<file path="config.mk">
export PLATFORM = sky130hd
export DESIGN_NAME = base64_stream_encoder_top
export DESIGN_NICKNAME = d
export VERILOG_FILES = /design/src/b64e_pkg.sv /design/src/b64e_front.sv /design/src/b64e_fifo.sv /design/src/b64e_back.sv /design/src/base64_stream_encoder_top.sv
export VERILOG_INCLUDE_DIRS = /design/src /design/src/src
export SDC_FILE = /design/constraint.sdc
export NUM_CORES = 1
export LEC_CHECK = 0
export BUFFER_PORTS_ARGS = -buffer_cell sky130_fd_sc_hd__buf_2
export CAP_MARGIN = 40
export CORE_MARGIN = 10
export CORE_UTILIZATION = 55
export DETAILED_ROUTE_END_ITERATION = 7
export PLACE_DENSITY = 0.77
export SLEW_MARGIN = 20
export SYNTH_ARGS = -nofsm -noshare
export SYNTH_HDL_FRONTEND = slang
export SYNTH_SLANG_ARGS = --single-unit
</file>
<file path="constraint.sdc">
create_clock -name clk_i -period 6.8 [get_ports clk_i]
set_input_delay 0.34 -clock clk_i [delete_from_list [all_inputs] [get_ports clk_i]]
set_output_delay 0.34 -clock clk_i [all_outputs]
set_load 0.02 [all_outputs]
</file>
<file path="src/base64_stream_encoder_top_assert.svh">
// assertion macros for the base64 stream encoder
// used by the rtl files that check their own logic, no other dependencies
`ifndef BASE64_STREAM_ENCODER_TOP_ASSERT_SVH
`define BASE64_STREAM_ENCODER_TOP_ASSERT_SVH

`ifndef SYNTHESIS

// property must hold at every clock edge out of reset
`define B64E_ASSERT(label, clk, rst_n, prop) \
  label: assert property (@(posedge clk) disable iff (!rst_n) (prop)) \
    else $error("%m: assertion failed");

// condition must never be seen at a clock edge out of reset
`define B64E_ASSERT_NEVER(label, clk, rst_n, cond) \
  label: assert property (@(posedge clk) disable iff (!rst_n) !(cond)) \
    else $error("%m: forbidden condition seen");

`else

`define B64E_ASSERT(label, clk, rst_n, prop)
`define B64E_ASSERT_NEVER(label, clk, rst_n, cond)

`endif

`endif

</file>
<file path="src/b64e_pkg.sv">
// shared types, constants and the alphabet function of the base64 stream encoder
// no dependencies
`timescale 1ns / 1ps
`default_nettype none

package b64e_pkg;

  typedef enum logic {
    CMD_DATA  = 1'b0,
    CMD_FLUSH = 1'b1
  } cmd_e;

  localparam int unsigned QDepth = 2;
  localparam int unsigned QPtrW  = (QDepth > 1) ? $clog2(QDepth) : 1;
  localparam int unsigned QCntW  = $clog2(QDepth + 1);

  localparam logic [1:0] PendMax = 2'd2;

  typedef struct packed {
    logic [23:0] bits;
    logic        fin;
  } grp_t;

  function automatic logic [6:0] b64e_char(input logic [5:0] idx);
    logic [6:0] idx7;
    logic [6:0] ch;
    idx7 = {1'b0, idx};
    if (idx < 6'd26) begin
      ch = 7'd65 + idx7;
    end else if (idx < 6'd52) begin
      ch = 7'd97 + (idx7 - 7'd26);
    end else if (idx < 6'd62) begin
      ch = 7'd48 + (idx7 - 7'd52);
    end else if (idx == 6'd62) begin
      ch = 7'd43;
    end else begin
      ch = 7'd47;
    end
    return ch;
  endfunction

endpackage

`default_nettype wire

</file>
<file path="src/b64e_front.sv">
// front end: accepts bytes and flushes, holds pending bytes, builds 24-bit groups
// depends on b64e_pkg
`timescale 1ns / 1ps
`default_nettype none

module b64e_front (
  input  wire logic               clk_i,
  input  wire logic               rst_ni,
  input  wire logic               push_i,
  input  wire logic               command_i,
  input  wire logic [7:0]         data_byte_i,
  output logic                    full_o,
  input  wire logic               q_full_i,
  output logic                    q_push_o,
  output b64e_pkg::grp_t          q_data_o
);

  logic [1:0] cnt_q, cnt_d;
  logic [7:0] pend0_q, pend1_q;
  logic       accept;
  logic       is_flush;
  logic       emit;

  assign full_o   = q_full_i;
  assign accept   = push_i && !q_full_i;
  assign is_flush = (b64e_pkg::cmd_e'(command_i) == b64e_pkg::CMD_FLUSH);
  assign emit     = accept && (is_flush ? (cnt_q != 2'd0) : (cnt_q == b64e_pkg::PendMax));

  always_comb begin
    if (is_flush) begin
      q_data_o.bits = {pend0_q, (cnt_q == b64e_pkg::PendMax) ? pend1_q : 8'h00, 8'h00};
      q_data_o.fin  = 1'b1;
    end else begin
      q_data_o.bits = {pend0_q, pend1_q, data_byte_i};
      q_data_o.fin  = 1'b0;
    end
  end

  assign q_push_o = emit;

  always_comb begin
    cnt_d = cnt_q;
    if (accept) begin
      if (is_flush || (cnt_q == b64e_pkg::PendMax)) begin
        cnt_d = 2'd0;
      end else begin
        cnt_d = cnt_q + 2'd1;
      end
    end
  end

  always_ff @(posedge clk_i or negedge rst_ni) begin
    if (!rst_ni) begin
      cnt_q <= 2'd0;
    end else begin
      cnt_q <= cnt_d;
    end
  end

  always_ff @(posedge clk_i) begin
    if (accept && !is_flush && (cnt_q == 2'd0)) begin
      pend0_q <= data_byte_i;
    end
    if (accept && !is_flush && (cnt_q == 2'd1)) begin
      pend1_q <= data_byte_i;
    end
  end

endmodule

`default_nettype wire

</file>
<file path="src/b64e_fifo.sv">
// short group queue between the front end and the back end
// depends on b64e_pkg and the assertion macro header
`timescale 1ns / 1ps
`default_nettype none

`include "base64_stream_encoder_top_assert.svh"

module b64e_fifo (
  input  wire logic               clk_i,
  input  wire logic               rst_ni,
  input  wire logic               push_i,
  input  wire b64e_pkg::grp_t     data_i,
  output logic                    full_o,
  input  wire logic               pop_i,
  output b64e_pkg::grp_t          data_o,
  output logic                    empty_o
);

  localparam logic [b64e_pkg::QPtrW-1:0] PtrLast = b64e_pkg::QPtrW'(b64e_pkg::QDepth - 1);
  localparam logic [b64e_pkg::QCntW-1:0] CntFull = b64e_pkg::QCntW'(b64e_pkg::QDepth);

  b64e_pkg::grp_t mem_q [b64e_pkg::QDepth];

  logic [b64e_pkg::QPtrW-1:0] wr_ptr_q, wr_ptr_d;
  logic [b64e_pkg::QPtrW-1:0] rd_ptr_q, rd_ptr_d;
  logic [b64e_pkg::QCntW-1:0] cnt_q, cnt_d;
  logic                       do_push;
  logic                       do_pop;

  assign full_o  = (cnt_q == CntFull);
  assign empty_o = (cnt_q == '0);
  assign do_push = push_i && !full_o;
  assign do_pop  = pop_i && !empty_o;
  assign data_o  = mem_q[rd_ptr_q];

  always_comb begin
    wr_ptr_d = wr_ptr_q;
    rd_ptr_d = rd_ptr_q;
    cnt_d    = cnt_q;
    if (do_push) begin
      wr_ptr_d = (wr_ptr_q == PtrLast) ? '0 : wr_ptr_q + 1'b1;
    end
    if (do_pop) begin
      rd_ptr_d = (rd_ptr_q == PtrLast) ? '0 : rd_ptr_q + 1'b1;
    end
    if (do_push && !do_pop) begin
      cnt_d = cnt_q + 1'b1;
    end else if (do_pop && !do_push) begin
      cnt_d = cnt_q - 1'b1;
    end
  end

  always_ff @(posedge clk_i or negedge rst_ni) begin
    if (!rst_ni) begin
      wr_ptr_q <= '0;
      rd_ptr_q <= '0;
      cnt_q    <= '0;
    end else begin
      wr_ptr_q <= wr_ptr_d;
      rd_ptr_q <= rd_ptr_d;
      cnt_q    <= cnt_d;
    end
  end

  always_ff @(posedge clk_i) begin
    if (do_push) begin
      mem_q[wr_ptr_q] <= data_i;
    end
  end

  `B64E_ASSERT_NEVER(a_cnt_range, clk_i, rst_ni, cnt_q > CntFull)
  `B64E_ASSERT_NEVER(a_push_full, clk_i, rst_ni, push_i && full_o)
  `B64E_ASSERT_NEVER(a_pop_empty, clk_i, rst_ni, pop_i && empty_o)
  `B64E_ASSERT(a_cnt_up, clk_i, rst_ni, (do_push && !do_pop) |=> (cnt_q != '0))
  `B64E_ASSERT(a_ptr_track, clk_i, rst_ni, empty_o |-> (wr_ptr_q == rd_ptr_q))

endmodule

`default_nettype wire

</file>
<file path="src/b64e_back.sv">
// back end: maps each group through the alphabet into the result register
// depends on b64e_pkg
`timescale 1ns / 1ps
`default_nettype none

module b64e_back (
  input  wire logic               clk_i,
  input  wire logic               rst_ni,
  input  wire logic               q_empty_i,
  input  wire b64e_pkg::grp_t     q_data_i,
  output logic                    q_pop_o,
  input  wire logic               pop_i,
  output logic                    empty_o,
  output logic [6:0]              char_0_o,
  output logic [6:0]              char_1_o,
  output logic [6:0]              char_2_o,
  output logic [6:0]              char_3_o,
  output logic                    final_group_o
);

  logic       out_vld_q, out_vld_d;
  logic       load;
  logic [6:0] ch0_q, ch1_q, ch2_q, ch3_q;
  logic       fin_q;

  assign load    = !q_empty_i && (!out_vld_q || pop_i);
  assign q_pop_o = load;

  always_comb begin
    out_vld_d = out_vld_q;
    if (load) begin
      out_vld_d = 1'b1;
    end else if (pop_i) begin
      out_vld_d = 1'b0;
    end
  end

  always_ff @(posedge clk_i or negedge rst_ni) begin
    if (!rst_ni) begin
      out_vld_q <= 1'b0;
    end else begin
      out_vld_q <= out_vld_d;
    end
  end

  always_ff @(posedge clk_i) begin
    if (load) begin
      ch0_q <= b64e_pkg::b64e_char(q_data_i.bits[23:18]);
      ch1_q <= b64e_pkg::b64e_char(q_data_i.bits[17:12]);
      ch2_q <= b64e_pkg::b64e_char(q_data_i.bits[11:6]);
      ch3_q <= b64e_pkg::b64e_char(q_data_i.bits[5:0]);
      fin_q <= q_data_i.fin;
    end
  end

  assign empty_o       = !out_vld_q;
  assign char_0_o      = ch0_q;
  assign char_1_o      = ch1_q;
  assign char_2_o      = ch2_q;
  assign char_3_o      = ch3_q;
  assign final_group_o = fin_q;

endmodule

`default_nettype wire

</file>
<file path="src/base64_stream_encoder_top.sv">
// Base64 stream encoder: one byte or flush command per push, one four-character
// group per result. Bytes are accepted at one per cycle while full is low;
// every third byte, or a flush with one or two bytes held, yields a group that
// goes into the group queue and then into the result register. A flush zero-fills
// the group, writes no '=' padding and sets final_group; a flush with nothing held
// yields nothing. full rises only when the two-entry group queue and the result
// register are all occupied because pop has been held low.
// depends on b64e_pkg, b64e_front, b64e_fifo and b64e_back
`timescale 1ns / 1ps
`default_nettype none

module base64_stream_encoder_top (
  input  wire logic       clk_i,
  input  wire logic       rst_ni,
  input  wire logic       push_i,
  output logic            full_o,
  input  wire logic       command_i,
  input  wire logic [7:0] data_byte_i,
  output logic            empty_o,
  input  wire logic       pop_i,
  output logic [6:0]      char_0_o,
  output logic [6:0]      char_1_o,
  output logic [6:0]      char_2_o,
  output logic [6:0]      char_3_o,
  output logic            final_group_o
);

  logic           q_full;
  logic           q_push;
  logic           q_pop;
  logic           q_empty;
  b64e_pkg::grp_t q_wdata;
  b64e_pkg::grp_t q_rdata;

  b64e_front u_front (
    .clk_i       (clk_i),
    .rst_ni      (rst_ni),
    .push_i      (push_i),
    .command_i   (command_i),
    .data_byte_i (data_byte_i),
    .full_o      (full_o),
    .q_full_i    (q_full),
    .q_push_o    (q_push),
    .q_data_o    (q_wdata)
  );

  b64e_fifo u_fifo (
    .clk_i   (clk_i),
    .rst_ni  (rst_ni),
    .push_i  (q_push),
    .data_i  (q_wdata),
    .full_o  (q_full),
    .pop_i   (q_pop),
    .data_o  (q_rdata),
    .empty_o (q_empty)
  );

  b64e_back u_back (
    .clk_i         (clk_i),
    .rst_ni        (rst_ni),
    .q_empty_i     (q_empty),
    .q_data_i      (q_rdata),
    .q_pop_o       (q_pop),
    .pop_i         (pop_i),
    .empty_o       (empty_o),
    .char_0_o      (char_0_o),
    .char_1_o      (char_1_o),
    .char_2_o      (char_2_o),
    .char_3_o      (char_3_o),
    .final_group_o (final_group_o)
  );

endmodule

`default_nettype wire

</file>
# --- After elaboration in Yosys (flattened, before gate mapping) ---
# Memories as Yosys holds them, arrays and structs flattened.
# Cells that the tools add are included.
# W data, S select, Z words.
op_classes:
  addsub: 25
  magnitude_cmp: 12
  n_eq_ne: 7
  n_mux: 28
  n_reduce_logical: 23
op_table:
  columns: ["op", "count"]
  rows:
  - ["$mux W7", 12]
  - ["$lt A6 B6 Y1 const B", 8]
  - ["$add A6 B7 Y7 const A", 4]
  - ["$add A7 B6 Y7 const A", 4]
  - ["$add A7 B7 Y7 const A", 4]
  - ["$sub A6 B5 Y7 const B", 4]
  - ["$sub A6 B6 Y7 const B", 4]
  - ["$eq A6 B6 Y1 const B", 4]
  - ["$lt A6 B5 Y1 const B", 4]
  - ["$mux W17", 1]
  - ["$mux W3", 4]
  - ["$logic_and A1 B1 Y1", 10]
  - ["$mux W8", 1]
  - ["$mux W1", 7]
  - ["$logic_not A1 Y1", 6]
  - ["$mux W2", 3]
  - ["$reduce_bool A2 Y1", 3]
  - ["$add A2 B1 Y2 const B", 2]
  - ["$eq A2 B2 Y1 const B", 2]
  - ["$logic_not A2 Y1", 2]
  - ["$add A1 B1 Y1 const B", 2]
  - ["$eq A2 B1 Y1 const B", 1]
  - ["$logic_or A1 B1 Y1", 2]
  - ["$sub A2 B1 Y2 const B", 1]
totals:
  regBits: 52
  ramBits: 50
  output_inout_bits: 31
  word_cells: 108
  n_memories: 1
mem_list:
  columns: ["name", "depth", "word_bits", "rd", "rd_ports_with_merged_regs", "wr", "line", "rtl"]
  rows:
  - ["u_fifo.mem_q", 2, 25, 1, 0, 1, "b64e_fifo.sv:22", "b64e_pkg::grp_t mem_q [b64e_pkg::QDepth];"]

# --- Depth between registers and ports, before layout ---
# Gate-level depths: netlist of the first run.
logic_depth:
  ltp_word: 9
  ltp_mapped: 12
  ltp_nobuf: 9

# --- By module ---
# A second synthesis of the first run with hierarchy kept.
hier_totals:
  hier_cells: 415
  area_unflattened_um2: 5262.5
modules_own_cells:
  columns: ["mod", "instances", "cells_per_inst", "area_each_um2"]
  rows:
  - ["b64e_back", 1, 266, 2376.0]
  - ["b64e_fifo", 1, 97, 2102.0]
  - ["b64e_front", 1, 52, 784.5]

# --- Least setup slack after synthesis of the first run ---
# No wires, ideal clock.
synth_timing:
  kind: "reg-to-reg"
  start: "register u_fifo.cnt_q[1] (netlist name)"
  end: "memory u_fifo.mem_q[0][0] (netlist name), enable pin"
  setup_ns: 0.438
  t_arrival_ns: 2.473
  required_time_ns: 6.362
  setup_slack_ns: 3.889
  path_stages_with_launch: 4
  period_less_slack_ns: 2.911
  path_cell_list: "dfrtp_1 > inv_1 > o21ai_0 > nor3_1"
synth_via:
  elab_chain_len: 7
synth_lines:
  columns: ["item", "line", "rtl"]
  rows:
  - ["start: declaration", "b64e_fifo.sv:26", "logic [b64e_pkg::QCntW-1:0] cnt_q, cnt_d;"]
  - ["start signal: assignment", "b64e_fifo.sv:61", "cnt_q <= cnt_d;"]
  - ["$eq A2 B2 Y1 *", "b64e_fifo.sv:30", "assign full_o = (cnt_q == CntFull);"]
  - ["$logic_not A1 Y1 *", "b64e_front.sv:25, b64e_fifo.sv:32", null]
  - ["$logic_and A1 B1 Y1", "b64e_front.sv:25", "assign accept = push_i && !q_full_i;"]
  - ["$logic_and A1 B1 Y1", "b64e_front.sv:27", "assign emit = accept && (is_flush ? (cnt_q != 2'd0) : (cnt_q == b64e_pkg::PendMax));"]
  - ["$logic_and A1 B1 Y1 *", "b64e_fifo.sv:32", "assign do_push = push_i && !full_o;"]
  - ["$mux W1 *", "b64e_fifo.sv:66", "if (do_push) begin"]
  - ["$mux W1 (implied by the code) *", "b64e_fifo.sv:67", "mem_q[wr_ptr_q] <= data_i;"]
  - ["end: declaration", "b64e_fifo.sv:22", null]
# Every way passes the cells marked *; elsewhere a longest branch is shown, timed or not.

# --- Worst setup path after layout of the first run ---
layout_timing:
  start: "register u_fifo.rd_ptr_q"
  end: "register u_back.ch2_q[3], in the netlist u_back.char_2_o[3] (data pin)"
layout_via:
  elab_chain_len: 6
layout_lines:
  columns: ["item", "line", "rtl"]
  rows:
  - ["start: declaration", "b64e_fifo.sv:25", "logic [b64e_pkg::QPtrW-1:0] rd_ptr_q, rd_ptr_d;"]
  - ["start signal: assignment", "b64e_fifo.sv:60", "rd_ptr_q <= rd_ptr_d;"]
  - ["$mem_v2 Z2 W25 *", null, null]
  - ["$sub A6 B6 Y7", "b64e_pkg.sv:33", "ch = 7'd48 + (idx7 - 7'd52);"]
  - ["$add A6 B7 Y7", "b64e_pkg.sv:33", null]
  - ["$mux W7", "b64e_pkg.sv:32", "end else if (idx < 6'd62) begin"]
  - ["$mux W7", "b64e_pkg.sv:30", "end else if (idx < 6'd52) begin"]
  - ["$mux W7 *", "b64e_pkg.sv:28", "if (idx < 6'd26) begin"]
  - ["end signal: assignment", "b64e_back.sv:50", "ch2_q <= b64e_pkg::b64e_char(q_data_i.bits[11:6]);"]
  - ["end: declaration", "b64e_back.sv:23", "logic [6:0] ch0_q, ch1_q, ch2_q, ch3_q;"]
# Marks and branches as above.
# A chain may end at the register's enable or synchronous reset.

==> results of run 1 <==
per-layer routing:
metal  part of all wire  track usage  vias to the layer above  wire, um
met4              0.013      0.05255                        0       127
met2               0.49       0.2396                      120      4818
li1                   -            -                     1645         -
met1               0.44       0.1717                     1639      4286
met5                  0            0                        -         0
met3              0.052      0.02808                       11       506
worst paths after layout:
path / startpoint / end / depth (start not counted)
setup / recovery: u_fifo.rd_ptr_q$_DFFE_PN0P_ / u_back.char_2_o[3]$_DFFE_PP_ / 8
hold / removal: data_byte_i[2] / u_front.pend0_q[2]$_DFFE_PP_ / 1
setup reg to reg: u_fifo.rd_ptr_q$_DFFE_PN0P_ / u_back.char_2_o[3]$_DFFE_PP_ / 8
hold reg to reg: u_front.pend0_q[6]$_DFFE_PP_ / u_fifo.mem_q[0][23]$_DFFE_PP_ / 0
max in group asynchronous: rst_ni / u_fifo.rd_ptr_q$_DFFE_PN0P_ / 2
min in group asynchronous: rst_ni / u_fifo.cnt_q[1]$_DFFE_PN0P_ / 2
cell families (layout without fill, tap and decap cells):
kind of cell,after synthesis,in the layout,share of synthesized area
flops,102,102,0.5702
fa+ha+maj,27,27,0.06362
compound gates,93,93,0.1258
mux,28,28,0.07045
simple gates,113,113,0.1235
xor+xnor,6,6,0.009896
buf+inv,40,96,0.03652
cell usage in the layout, fill, tap and decap left out, types with 4 or more instances in the layout:
cell type / netlist / final
ha_1: 27 / 27
nand3_1: 10 / 10
a21oi_1: 26 / 26
nor2_1: 22 / 22
mux2_2: 7 / 7
inv_1: 21 / 21
o21ai_0: 10 / 10
nor3_2: 3 / 4
nor2b_1: 13 / 13
a221oi_1: 8 / 8
nand2_1: 22 / 22
mux2i_1: 8 / 8
dfrtp_1: 7 / 6
inv_2: 11 / 11
clkbuf_8: 0 / 9
xnor2_1: 4 / 4
a21oi_2: 5 / 5
mux2_4: 8 / 8
a22o_1: 5 / 5
edfxtp_1: 95 / 95
nand2b_1: 4 / 4
and2_1: 17 / 17
o22ai_1: 8 / 8
buf_2: 1 / 43
and3_1: 5 / 5
stage by stage:
stage                     std cells  area (sq um)
after CTS                       594          5898
after global placement          575          5634
after global routing            594          5898
final                           594          5898
after detailed placement        577          5669
after floorplan                 409          5310
report_power, final:
part	total (W)	leakage [nW]	switching (W)	internal [W]
Clock	0.000403	0.109	0.000220	0.000184
Combinational	0.00119	1.17	0.000722	0.000464
Sequential	0.000984	0.960	0.0000727	0.000912
Total	0.00257	2.24	0.00101	0.00156
cell type report:
class / instances / area, sq um / area share
multi-input combinational: 267 / 2093 / 0.3549
inverter: 32 / 120.1 / 0.02036
tap: 129 / 161.4 / 0.02737
clock inverter: 5 / 45.04 / 0.007637
timing repair buffer: 48 / 275.3 / 0.04667
sequential: 102 / 3029 / 0.5136
clock buffer: 11 / 173.9 / 0.02949
state kept, by name, indices dropped and copies added (netlist names), 2 cells and up:
register and cells:
u_front.pend1_q 8, u_front.cnt_q 2, u_fifo.mem_q 50, u_back.char_2_o 7, u_back.char_3_o 7, u_fifo.cnt_q 2
u_back.char_0_o 7, u_back.char_1_o 7, u_front.pend0_q 8
==> impl_metrics.yaml, run 1 <==
global_routing:
  grtUsageTotal: 0.1405
  grt_max_degree: 31
  grt_pass1_wl_mm: 16.38
  grt_pass1_vias: 3414
  gr-total-overflow: 0
  grt_antenna_before_repair: 0
yosys:
  synth_top_area_frac: 0.5372
  ys_top_cells_by_area: "edfxtp_1 54%, ha_1 6.4%, dfrtp_1 3.3%"
  ys_types: 62
  synth_most_common_cell: "edfxtp_1"
  syn_inst: 409
  synth-seq-cells: 102
  synthesis.area_sq_um: 5310
  ys_async_sr_fraction: 0.06863
  avgSynthCellArea_sq_um: 12.98
  synth_nets: 449
  synth_warnings: 0
  synth.top_cells.by_count: "95 x edfxtp_1, 27 x ha_1, 26 x a21oi_1"
  synth_ff_type: "edfxtp_1"
  seq_area_frac_synth: 0.5702
  synth_edf_count: 95
  synth_top_cell_by_area: "edfxtp_1"
setup_path:
  critPathKind: "register to register"
  path_cells: "buf_12, mux2i_4, inv_2, ha_1, a21oi_2, and2_1, o311a_1, o22ai_1"
  reg2reg_slack_ns: 4.00
  cp-start-kind: "register"
  critPathCaptureType: "register"
  crit_required_ns: 6.91
  critPathTopFamily: "flip-flops"
  critPathMaxStageDelay_ns: 0.62
  arrival_ns: 2.91
  crit_fanout: 30
  cp_slowest_cell: "dfrtp_2"
  cp_num_buf_inv: 2
routing:
  antenna_left: 0
  drt_iter0_drc: 211
  avgViaCountPerCell: 5.749
  drt_pass1_iterations: 4
  drc: 0
  routedWlPerCell_um: 16.40
  vias: 3415
  drt-total-wl_mm: 9.739
floorplanning:
  num_rows: 35
  core_sq_um: 9328
  die_x_um: 118.3
  ios: 44
  die_area_sq_um: 13990
  fp.dieH_um: 118.3
  start_util: 0.5693
placement:
  io_buffers: 43
  gp_congestion: 0.8886
  dp_hpwl_mm: 6.974
  place_ws_ns: 4.067
layout:
  layout.nets: 500
  utilization: 0.6323
  area_growth_syn_to_layout_pct: 11.07
  drive_gt1_frac: 0.2430
  diodes: 0
  fillers: 714
clock_tree:
  postCtsSetupRepairBufs: 0
  tritoncts: "done"
  clock_latency_ns: 0.36
  cts.htree.levels: 3
  cts-buffers-inserted: 9
  path_clk_slew_ns: 0.10
  clockBufferDepth: 2
  clock_sinks: 102
  cts-resized-gates: 0
  cts_root_buf: "clkbuf_8"
  cts-hold-fix-buffers: 1
timing:
  fmax_ghz: 0.3574
  slew_viol_final: 0
  worst_pin_slew_ns: 0.7744
  max_slew_margin: 0.4837
  hold_viol: 0
  min_period_ns: 2.798
  tns_ns: 0
  period_share: 0.4115
  fin_ws_ns: 4.002
  grt_setup_unrepaired: "no"
  final-setup-viol-count: 0
  fin_skew_ns: 0.01061
  whs_ns: 0.1894
worst_hold_path:
  hold_class: "primary input to register"
power:
  p_leak_nw: 2.239
  power.total_w: 0.002574
  power.density_nw_per_um2: 436.3
  peakVddDrop_mv: 0.2238
job:
  maxCapViolCount: 0
run_status:
  status: "completed"
No activity file was read; power rests on OpenSTA's default activity.
==> run 2: changes to the inputs <==
--- a/config.mk
+++ b/config.mk
@@ -6,12 +6,13 @@
 export SDC_FILE = /design/constraint.sdc
 export NUM_CORES = 1
 export LEC_CHECK = 0
+export ABC_AREA = 1
 export BUFFER_PORTS_ARGS = -buffer_cell sky130_fd_sc_hd__buf_2
 export CAP_MARGIN = 40
 export CORE_MARGIN = 10
-export CORE_UTILIZATION = 55
+export CORE_UTILIZATION = 54
 export DETAILED_ROUTE_END_ITERATION = 7
-export PLACE_DENSITY = 0.77
+export PLACE_DENSITY = 0.79
 export SLEW_MARGIN = 20
 export SYNTH_ARGS = -nofsm -noshare
 export SYNTH_HDL_FRONTEND = slang
==> constraint.sdc (replaced) <==
create_clock -name clk_i -period 2.4 [get_ports clk_i]
set_input_delay 0.12 -clock clk_i [delete_from_list [all_inputs] [get_ports clk_i]]
set_output_delay 0.12 -clock clk_i [all_outputs]
set_load 0.02 [all_outputs]
==> impl_metrics.yaml, run 2 <==
run_status:
  status: "completed"
worst_hold_path:
  min_from: "command_i"
  hold_class: "primary input to register"
  worstHoldPathCells: 1
  whs_endpoint: "u_fifo.mem_q[1][0]$_DFFE_PP_"
floorplanning:
  die_area_sq_um: 14400
  fp.dieH_um: 120
  ios: 44
  num_rows: 36
  core_sq_um: 9774
  die_x_um: 120
  start_util: 0.5525
yosys:
  synth_ff_type: "edfxtp_1"
  syn_inst: 576
  ys_async_sr_fraction: 0.06863
  synth_top_cell_by_area: "edfxtp_1"
  synth-seq-cells: 102
  synth_top_area_frac: 0.5283
  synthMuxAreaShare: 0
  synth-simple-area-share: 0.2090
  synth_xor_area_frac: 0.02919
  ys_types: 26
  seq_area_frac_synth: 0.5607
  synthesis.area_sq_um: 5400
  synth_nets: 616
  synthAdderAreaFrac: 0.06256
  avgSynthCellArea_sq_um: 9.375
  synth_most_common_cell: "nand2_1"
  synth_edf_count: 95
  synth_compound_area_frac: 0.05422
  synth.top_cells.by_count: "165 x nand2_1, 97 x inv_1, 95 x edfxtp_1"
  ys_top_cells_by_area: "edfxtp_1 53%, nand2_1 11%, inv_1 6.7%"
  synth_warnings: 0
  synth_top_family_by_area: "simple AND/OR/NAND/NOR gates"
routing:
  routedWlPerCell_um: 13.54
  vias: 3913
  drt_pass1_iterations: 5
  avgViaCountPerCell: 4.997
  drt_iter0_drc: 303
  drt-total-wl_mm: 10.60
  drc: 0
  antenna_left: 0
timing:
  grt_setup_unrepaired: "no"
  fin_skew_ns: 0.01098
  min_period_ns: 2.123
  slew_viol_final: 0
  hold_viol: 0
  fmax_ghz: 0.4710
  whs_ns: 0.1266
  final-setup-viol-count: 0
  period_share: 0.8846
  fin_ws_ns: 0.2770
  max_slew_margin: 0.5577
  worst_pin_slew_ns: 0.6564
  tns_ns: 0
power:
  switchingPower_w: 0.003493
  p_leak_nw: 2.822
  clkPwrFrac: 0.129
  swShare: 0.4464
  internal_power_w: 0.004331
  peakVddDrop_mv: 0.8095
  power.share.sequential: 0.355
  power.density_nw_per_um2: 1283
  pwr-share-comb: 0.516
setup_path:
  cp-startpoint: "u_fifo.rd_ptr_q$_DFFE_PN0P_"
  reg2regPathDepth: 12
  r2r-start: "u_fifo.rd_ptr_q$_DFFE_PN0P_"
  arrival_ns: 2.33
  reg2reg_to: "u_back.char_0_o[5]$_DFFE_PP_"
  critPathMaxStageDelay_ns: 0.44
  cp_common_cell: "nand2_1"
  cp_slowest_cell: "dfrtp_1"
  crit_fanout: 18
  crit_required_ns: 2.61
  critPathKind: "register to register"
  reg2reg_slack_ns: 0.28
  path_cells: "inv_2, nand2_1, nand2_2, inv_1, ha_1, nand2_1, nand2_1, nand2_1, nand2_1, inv_1, nor2_1, a21oi_1"
  critPathCaptureType: "register"
  critPathTopFamily: "simple AND/OR/NAND/NOR gates"
  cp_num_buf_inv: 3
  cp-start-kind: "register"
layout:
  largest_register: "u_fifo.mem_q"
  diodes: 0
  largest_reg_flops: 50
  mostFrequentLayoutCells: "165 x nand2_1, 97 x inv_1, 95 x edfxtp_1, 45 x nor2_1, 43 x buf_2"
  layout.nets: 685
  reg.largest.list: "u_fifo.mem_q: 50 flops, u_front.pend0_q: 8 flops, u_front.pend1_q: 8 flops"
  final_common_cell: "nand2_1"
  fillers: 776
  area_growth_syn_to_layout_pct: 12.95
  drive_gt1_frac: 0.1646
placement:
  dp_hpwl_mm: 7.468
  place_ws_ns: 0.3157
  gp_congestion: 0.9574
  io_buffers: 43
clock_tree:
  path_clk_slew_ns: 0.11
  cts_root_buf: "clkbuf_8"
  clock_latency_ns: 0.37
  postCtsSetupRepairBufs: 0
  cts.htree.levels: 3
  clockBufferDepth: 2
  cts-resized-gates: 0
  cts-buffers-inserted: 9
  clock_sinks: 102
  tritoncts: "done"
global_routing:
  gr-total-overflow: 0
  grtUsageTotal: 0.1514
  grt_max_degree: 31
  grt_pass1_wl_mm: 17.85
  grt_pass1_vias: 3887
  grt_antenna_before_repair: 0
job:
  maxCapViolCount: 0
run 2: power by group through the flow:
stage	clock [W]	sequential, W	combinational (W)
global placement	0	0.00280	0.00389
floorplan	0	0.00317	0.00268
finish	0.00101	0.00278	0.00404
global route	0.00111	0.00283	0.00458
detailed placement	0	0.00282	0.00402
CTS	0.00103	0.00278	0.00405
run 2: worst max path at each step:
stage | depth (start not counted) | endpoint | slack [ns]
final | 12 | u_back.char_0_o[5]$_DFFE_PP_ | 0.28
after floorplan | 8 | u_fifo.cnt_q[1]$_DFFE_PN0P_ | 0.03
after CTS | 12 | u_back.char_0_o[5]$_DFFE_PP_ | 0.29
after global routing | 12 | u_back.char_0_o[5]$_DFFE_PP_ | 0.07
after detailed placement | 10 | u_back.char_1_o[3]$_DFFE_PP_ | 0.32
after global placement | 10 | u_back.char_1_o[1]$_DFFE_PP_ | 0.41
run 2: metrics by stage:
stage / utilization / cells / instance area [sq um] / total power (W)
2_1_floorplan: - / 576 / 5404 / 0.005850
3_3_place_gp: 0.5951 / 757 / 5817 / 0.006696
3_5_place_dp: 0.5951 / 757 / 5817 / 0.006838
4_1_cts: 0.6230 / 782 / 6090 / 0.007860
5_1_grt: 0.6240 / 783 / 6100 / 0.008508
6_report: 0.6240 / 783 / 6100 / 0.007825
run 2: repair_timing:
action,in CTS,in global routing
hold buffers,9,1
hold endpoints to repair,22,1
setup endpoints to repair,0,0
run 2: routing by layer:
metal	share of wire	routed length, um	up-vias	track usage
li1	-	-	1984	-
met1	0.43	4555	1801	0.1736
met2	0.51	5355	104	0.2648
met3	0.045	473	24	0.03235
met4	0.020	214	0	0.07014
met5	0	0	-	0
run 2: worst reg2reg max path, cell delays in order, from the launching register on:
cell	delay, ns
dfrtp_1	0.44
inv_2	0.30
nand2_1	0.12
nand2_2	0.14
inv_1	0.12
ha_1	0.22
nand2_1	0.07
nand2_1	0.04
nand2_1	0.05
nand2_1	0.13
inv_1	0.15
nor2_1	0.05
a21oi_1	0.14
run 2: cells by family (layout without fill, tap and decap cells):
group,Yosys count,after routing
flip-flops,102,102
adder cells (fa/ha/maj),27,27
AO/OA/AOI/OAI,49,49
buffers and inverters,110,184
XOR/XNOR,18,18
AND/OR/NAND/NOR,270,270
run 2: cell type report:
class	instances	area, sq um	share of cell area
multi-input combinational	364	1933	0.3169
tap	133	166.4	0.02728
inverter	104	391.6	0.06421
clock buffer	10	127.6	0.02092
timing repair buffer	64	397.9	0.06523
sequential	102	3028	0.4964
clock inverter	6	55.05	0.009026
==> run 3: changes to the inputs <==
--- a/config.mk
+++ b/config.mk
@@ -16,4 +16,5 @@
 export SLEW_MARGIN = 20
 export SYNTH_ARGS = -nofsm -noshare
 export SYNTH_HDL_FRONTEND = slang
+export SYNTH_HIERARCHICAL = 1
 export SYNTH_SLANG_ARGS = --single-unit
==> impl_metrics.yaml, run 3 <==
routing:
  routedWlPerCell_um: 13.38
  vias: 3952
  drt_pass1_iterations: 6
  drt_iter0_drc: 382
  drt-total-wl_mm: 10.35
  drc: 0
  avgViaCountPerCell: 5.106
  antenna_left: 0
placement:
  gp_congestion: 0.8608
  io_buffers: 43
  dp_hpwl_mm: 7.362
  place_ws_ns: 0.2144
global_routing:
  grtUsageTotal: 0.1499
  gr-total-overflow: 0
  grt_max_degree: 31
  grt_antenna_before_repair: 0
  grt_pass1_vias: 3863
  grt_pass1_wl_mm: 17.69
power:
  power.total_w: 0.007468
  p_leak_nw: 2.707
  power.density_nw_per_um2: 1243
  peakVddDrop_mv: 0.6769
clock_tree:
  clock_latency_ns: 0.37
  clock_sinks: 102
  cts_root_buf: "clkbuf_8"
  clockBufferDepth: 2
  cts.htree.levels: 3
  path_clk_slew_ns: 0.09
  cts-buffers-inserted: 9
  tritoncts: "done"
job:
  maxCapViolCount: 0
timing:
  grt_setup_unrepaired: "no"
  worst_pin_slew_ns: 0.6627
  min_period_ns: 2.229
  hold_viol: 0
  final-setup-viol-count: 0
  slew_viol_final: 0
  fin_skew_ns: 0.01130
  fmax_ghz: 0.4487
  period_share: 0.9286
  fin_ws_ns: 0.1714
  max_slew_margin: 0.5558
  tns_ns: 0
yosys:
  seq_area_frac_synth: 0.5644
  synth_nets: 612
  synth_ff_type: "edfxtp_1"
  synth_most_common_cell: "nand2_1"
  synth-seq-cells: 102
  ys_top_cells_by_area: "edfxtp_1 53%, nand2_1 14%, ha_1 5.8%"
  synth_top_cell_by_area: "edfxtp_1"
  synth_top_area_frac: 0.5317
  synthesis.area_sq_um: 5365
  ys_async_sr_fraction: 0.06863
  syn_inst: 574
  ys_types: 25
  synth.top_cells.by_count: "205 x nand2_1, 95 x edfxtp_1, 73 x inv_1"
  synth_edf_count: 95
  avgSynthCellArea_sq_um: 9.347
  synth_warnings: 6
layout:
  diodes: 0
  utilization: 0.6177
  largest_reg_flops: 50
  reg.largest.list: "u_fifo/mem_q: 50 flops, u_front/pend0_q: 8 flops, u_front/pend1_q: 8 flops"
  layout.nets: 674
  area_growth_syn_to_layout_pct: 12.01
  final_common_cell: "nand2_1"
  drive_gt1_frac: 0.1498
  largest_register: "u_fifo/mem_q"
  fillers: 808
  mostFrequentLayoutCells: "204 x nand2_1, 95 x edfxtp_1, 73 x inv_1, 45 x nor2_1, 43 x buf_2"
setup_path:
  critPathCaptureType: "register"
  critPathKind: "register to register"
  crit_required_ns: 2.53
  crit_fanout: 26
  cp-start-kind: "register"
  arrival_ns: 2.36
floorplanning:
  ios: 44
  die_area_sq_um: 14320
  die_x_um: 119.7
  core_sq_um: 9729
  num_rows: 36
  start_util: 0.5514
  fp.dieH_um: 119.7
run_status:
  status: "completed"
worst_hold_path:
  hold_class: "primary input to async pin"
-- run 3: cell count changes after synthesis, moves of 5 or more --
cell / previous run / this run
nand2_2: 12 / 5
o21ai_2: 9 / 0
xor2_1: 13 / 4
nand3b_1: 0 / 5
o21ai_1: 6 / 0
nor2_4: 0 / 13
inv_1: 97 / 73
o21ai_0: 25 / 15
nand2_1: 165 / 205
-- run 3: final cells by class --
class	count	area [sq um]	share of cell area
Clock buffer	15	166.4	0.02769
Clock inverter	1	7.507	0.001249
Inverter	79	299.0	0.04976
Multi-Input combinational cell	385	1982	0.3298
Sequential cell	102	3028	0.5039
Tap cell	133	166.4	0.02769
Timing Repair Buffer	59	360.3	0.05996
-- run 3: cells by family (layout without fill, tap and decap cells) --
group / Yosys count / in the layout / synth area share
simple gates: 322 / 322 / 0.2652
buf+inv: 87 / 154 / 0.06763
xor+xnor: 5 / 5 / 0.008162
flops: 102 / 102 / 0.5644
compound gates: 33 / 33 / 0.03638
fa+ha+maj: 25 / 25 / 0.05830
-- run 3: path summary, 6_finish.rpt --
kind | start | endpoint | slack (ns) | depth (start not counted)
worst max register to register | u_fifo/rd_ptr_q$_DFFE_PN0P_ | u_back/char_2_o[3]$_DFFE_PP_ | 0.17 | 11
worst min register to register | u_front/pend0_q[5]$_DFFE_PP_ | u_fifo/mem_q[1][22]$_DFFE_PP_ | 0.45 | 0
worst max-delay path | u_fifo/rd_ptr_q$_DFFE_PN0P_ | u_back/char_2_o[3]$_DFFE_PP_ | 0.17 | 11
max in group asynchronous | rst_ni | u_back/out_vld_q$_DFFE_PN0P_ | 2.13 | 2
min in group clk_i | push_i | u_front/cnt_q[1]$_DFFE_PN0N_ | 0.11 | 5
worst min-delay path | rst_ni | u_front/cnt_q[0]$_DFFE_PN0N_ | 0.11 | 2
-- run 3: worst max-delay path: stages, from the launching register on --
cell	delay, ns
dfrtp_1	0.41
buf_4	0.31
nand2_1	0.08
nand2_1	0.23
inv_1	0.14
ha_1	0.26
nor2_4	0.16
inv_2	0.10
nor2_4	0.10
nand2_1	0.06
nand3_1	0.07
nand2_1	0.05
-- run 3: through the flow --
stage,instances,instance area (sq um),hold WS (ns)
2_1_floorplan,574,5370,-0.1756
6_report,774,6010,0.1111
3_5_place_dp,748,5731,-0.03694
4_1_cts,774,6005,0.09428
5_1_grt,774,6010,0.1089
3_3_place_gp,748,5731,-0.03927
-- run 3: what timing repair did --
action / 4_1_cts / 5_1_grt
hold buffers: 10 / 0
setup endpoints to repair: 0 / 3
gates resized for setup: 0 / 3
endpoints found under the hold margin: 24 / 0
buffers inserted: 0 / 0
-- run 3: power by group --
part | internal, W | switching [W] | total, W
sequential | 0.00260 | 0.000147 | 0.00274
clock | 0.000437 | 0.000555 | 0.000992
combinational | 0.00115 | 0.00258 | 0.00373
total | 0.00419 | 0.00328 | 0.00747
-- run 3: routing by layer --
layer / vias to the layer above / track usage / wire [um]
li1: 1983 / - / -
met1: 1814 / 0.1813 / 4503
met2: 134 / 0.2503 / 5029
met3: 21 / 0.03376 / 590
met4: 0 / 0.06863 / 230
met5: - / 0 / 0
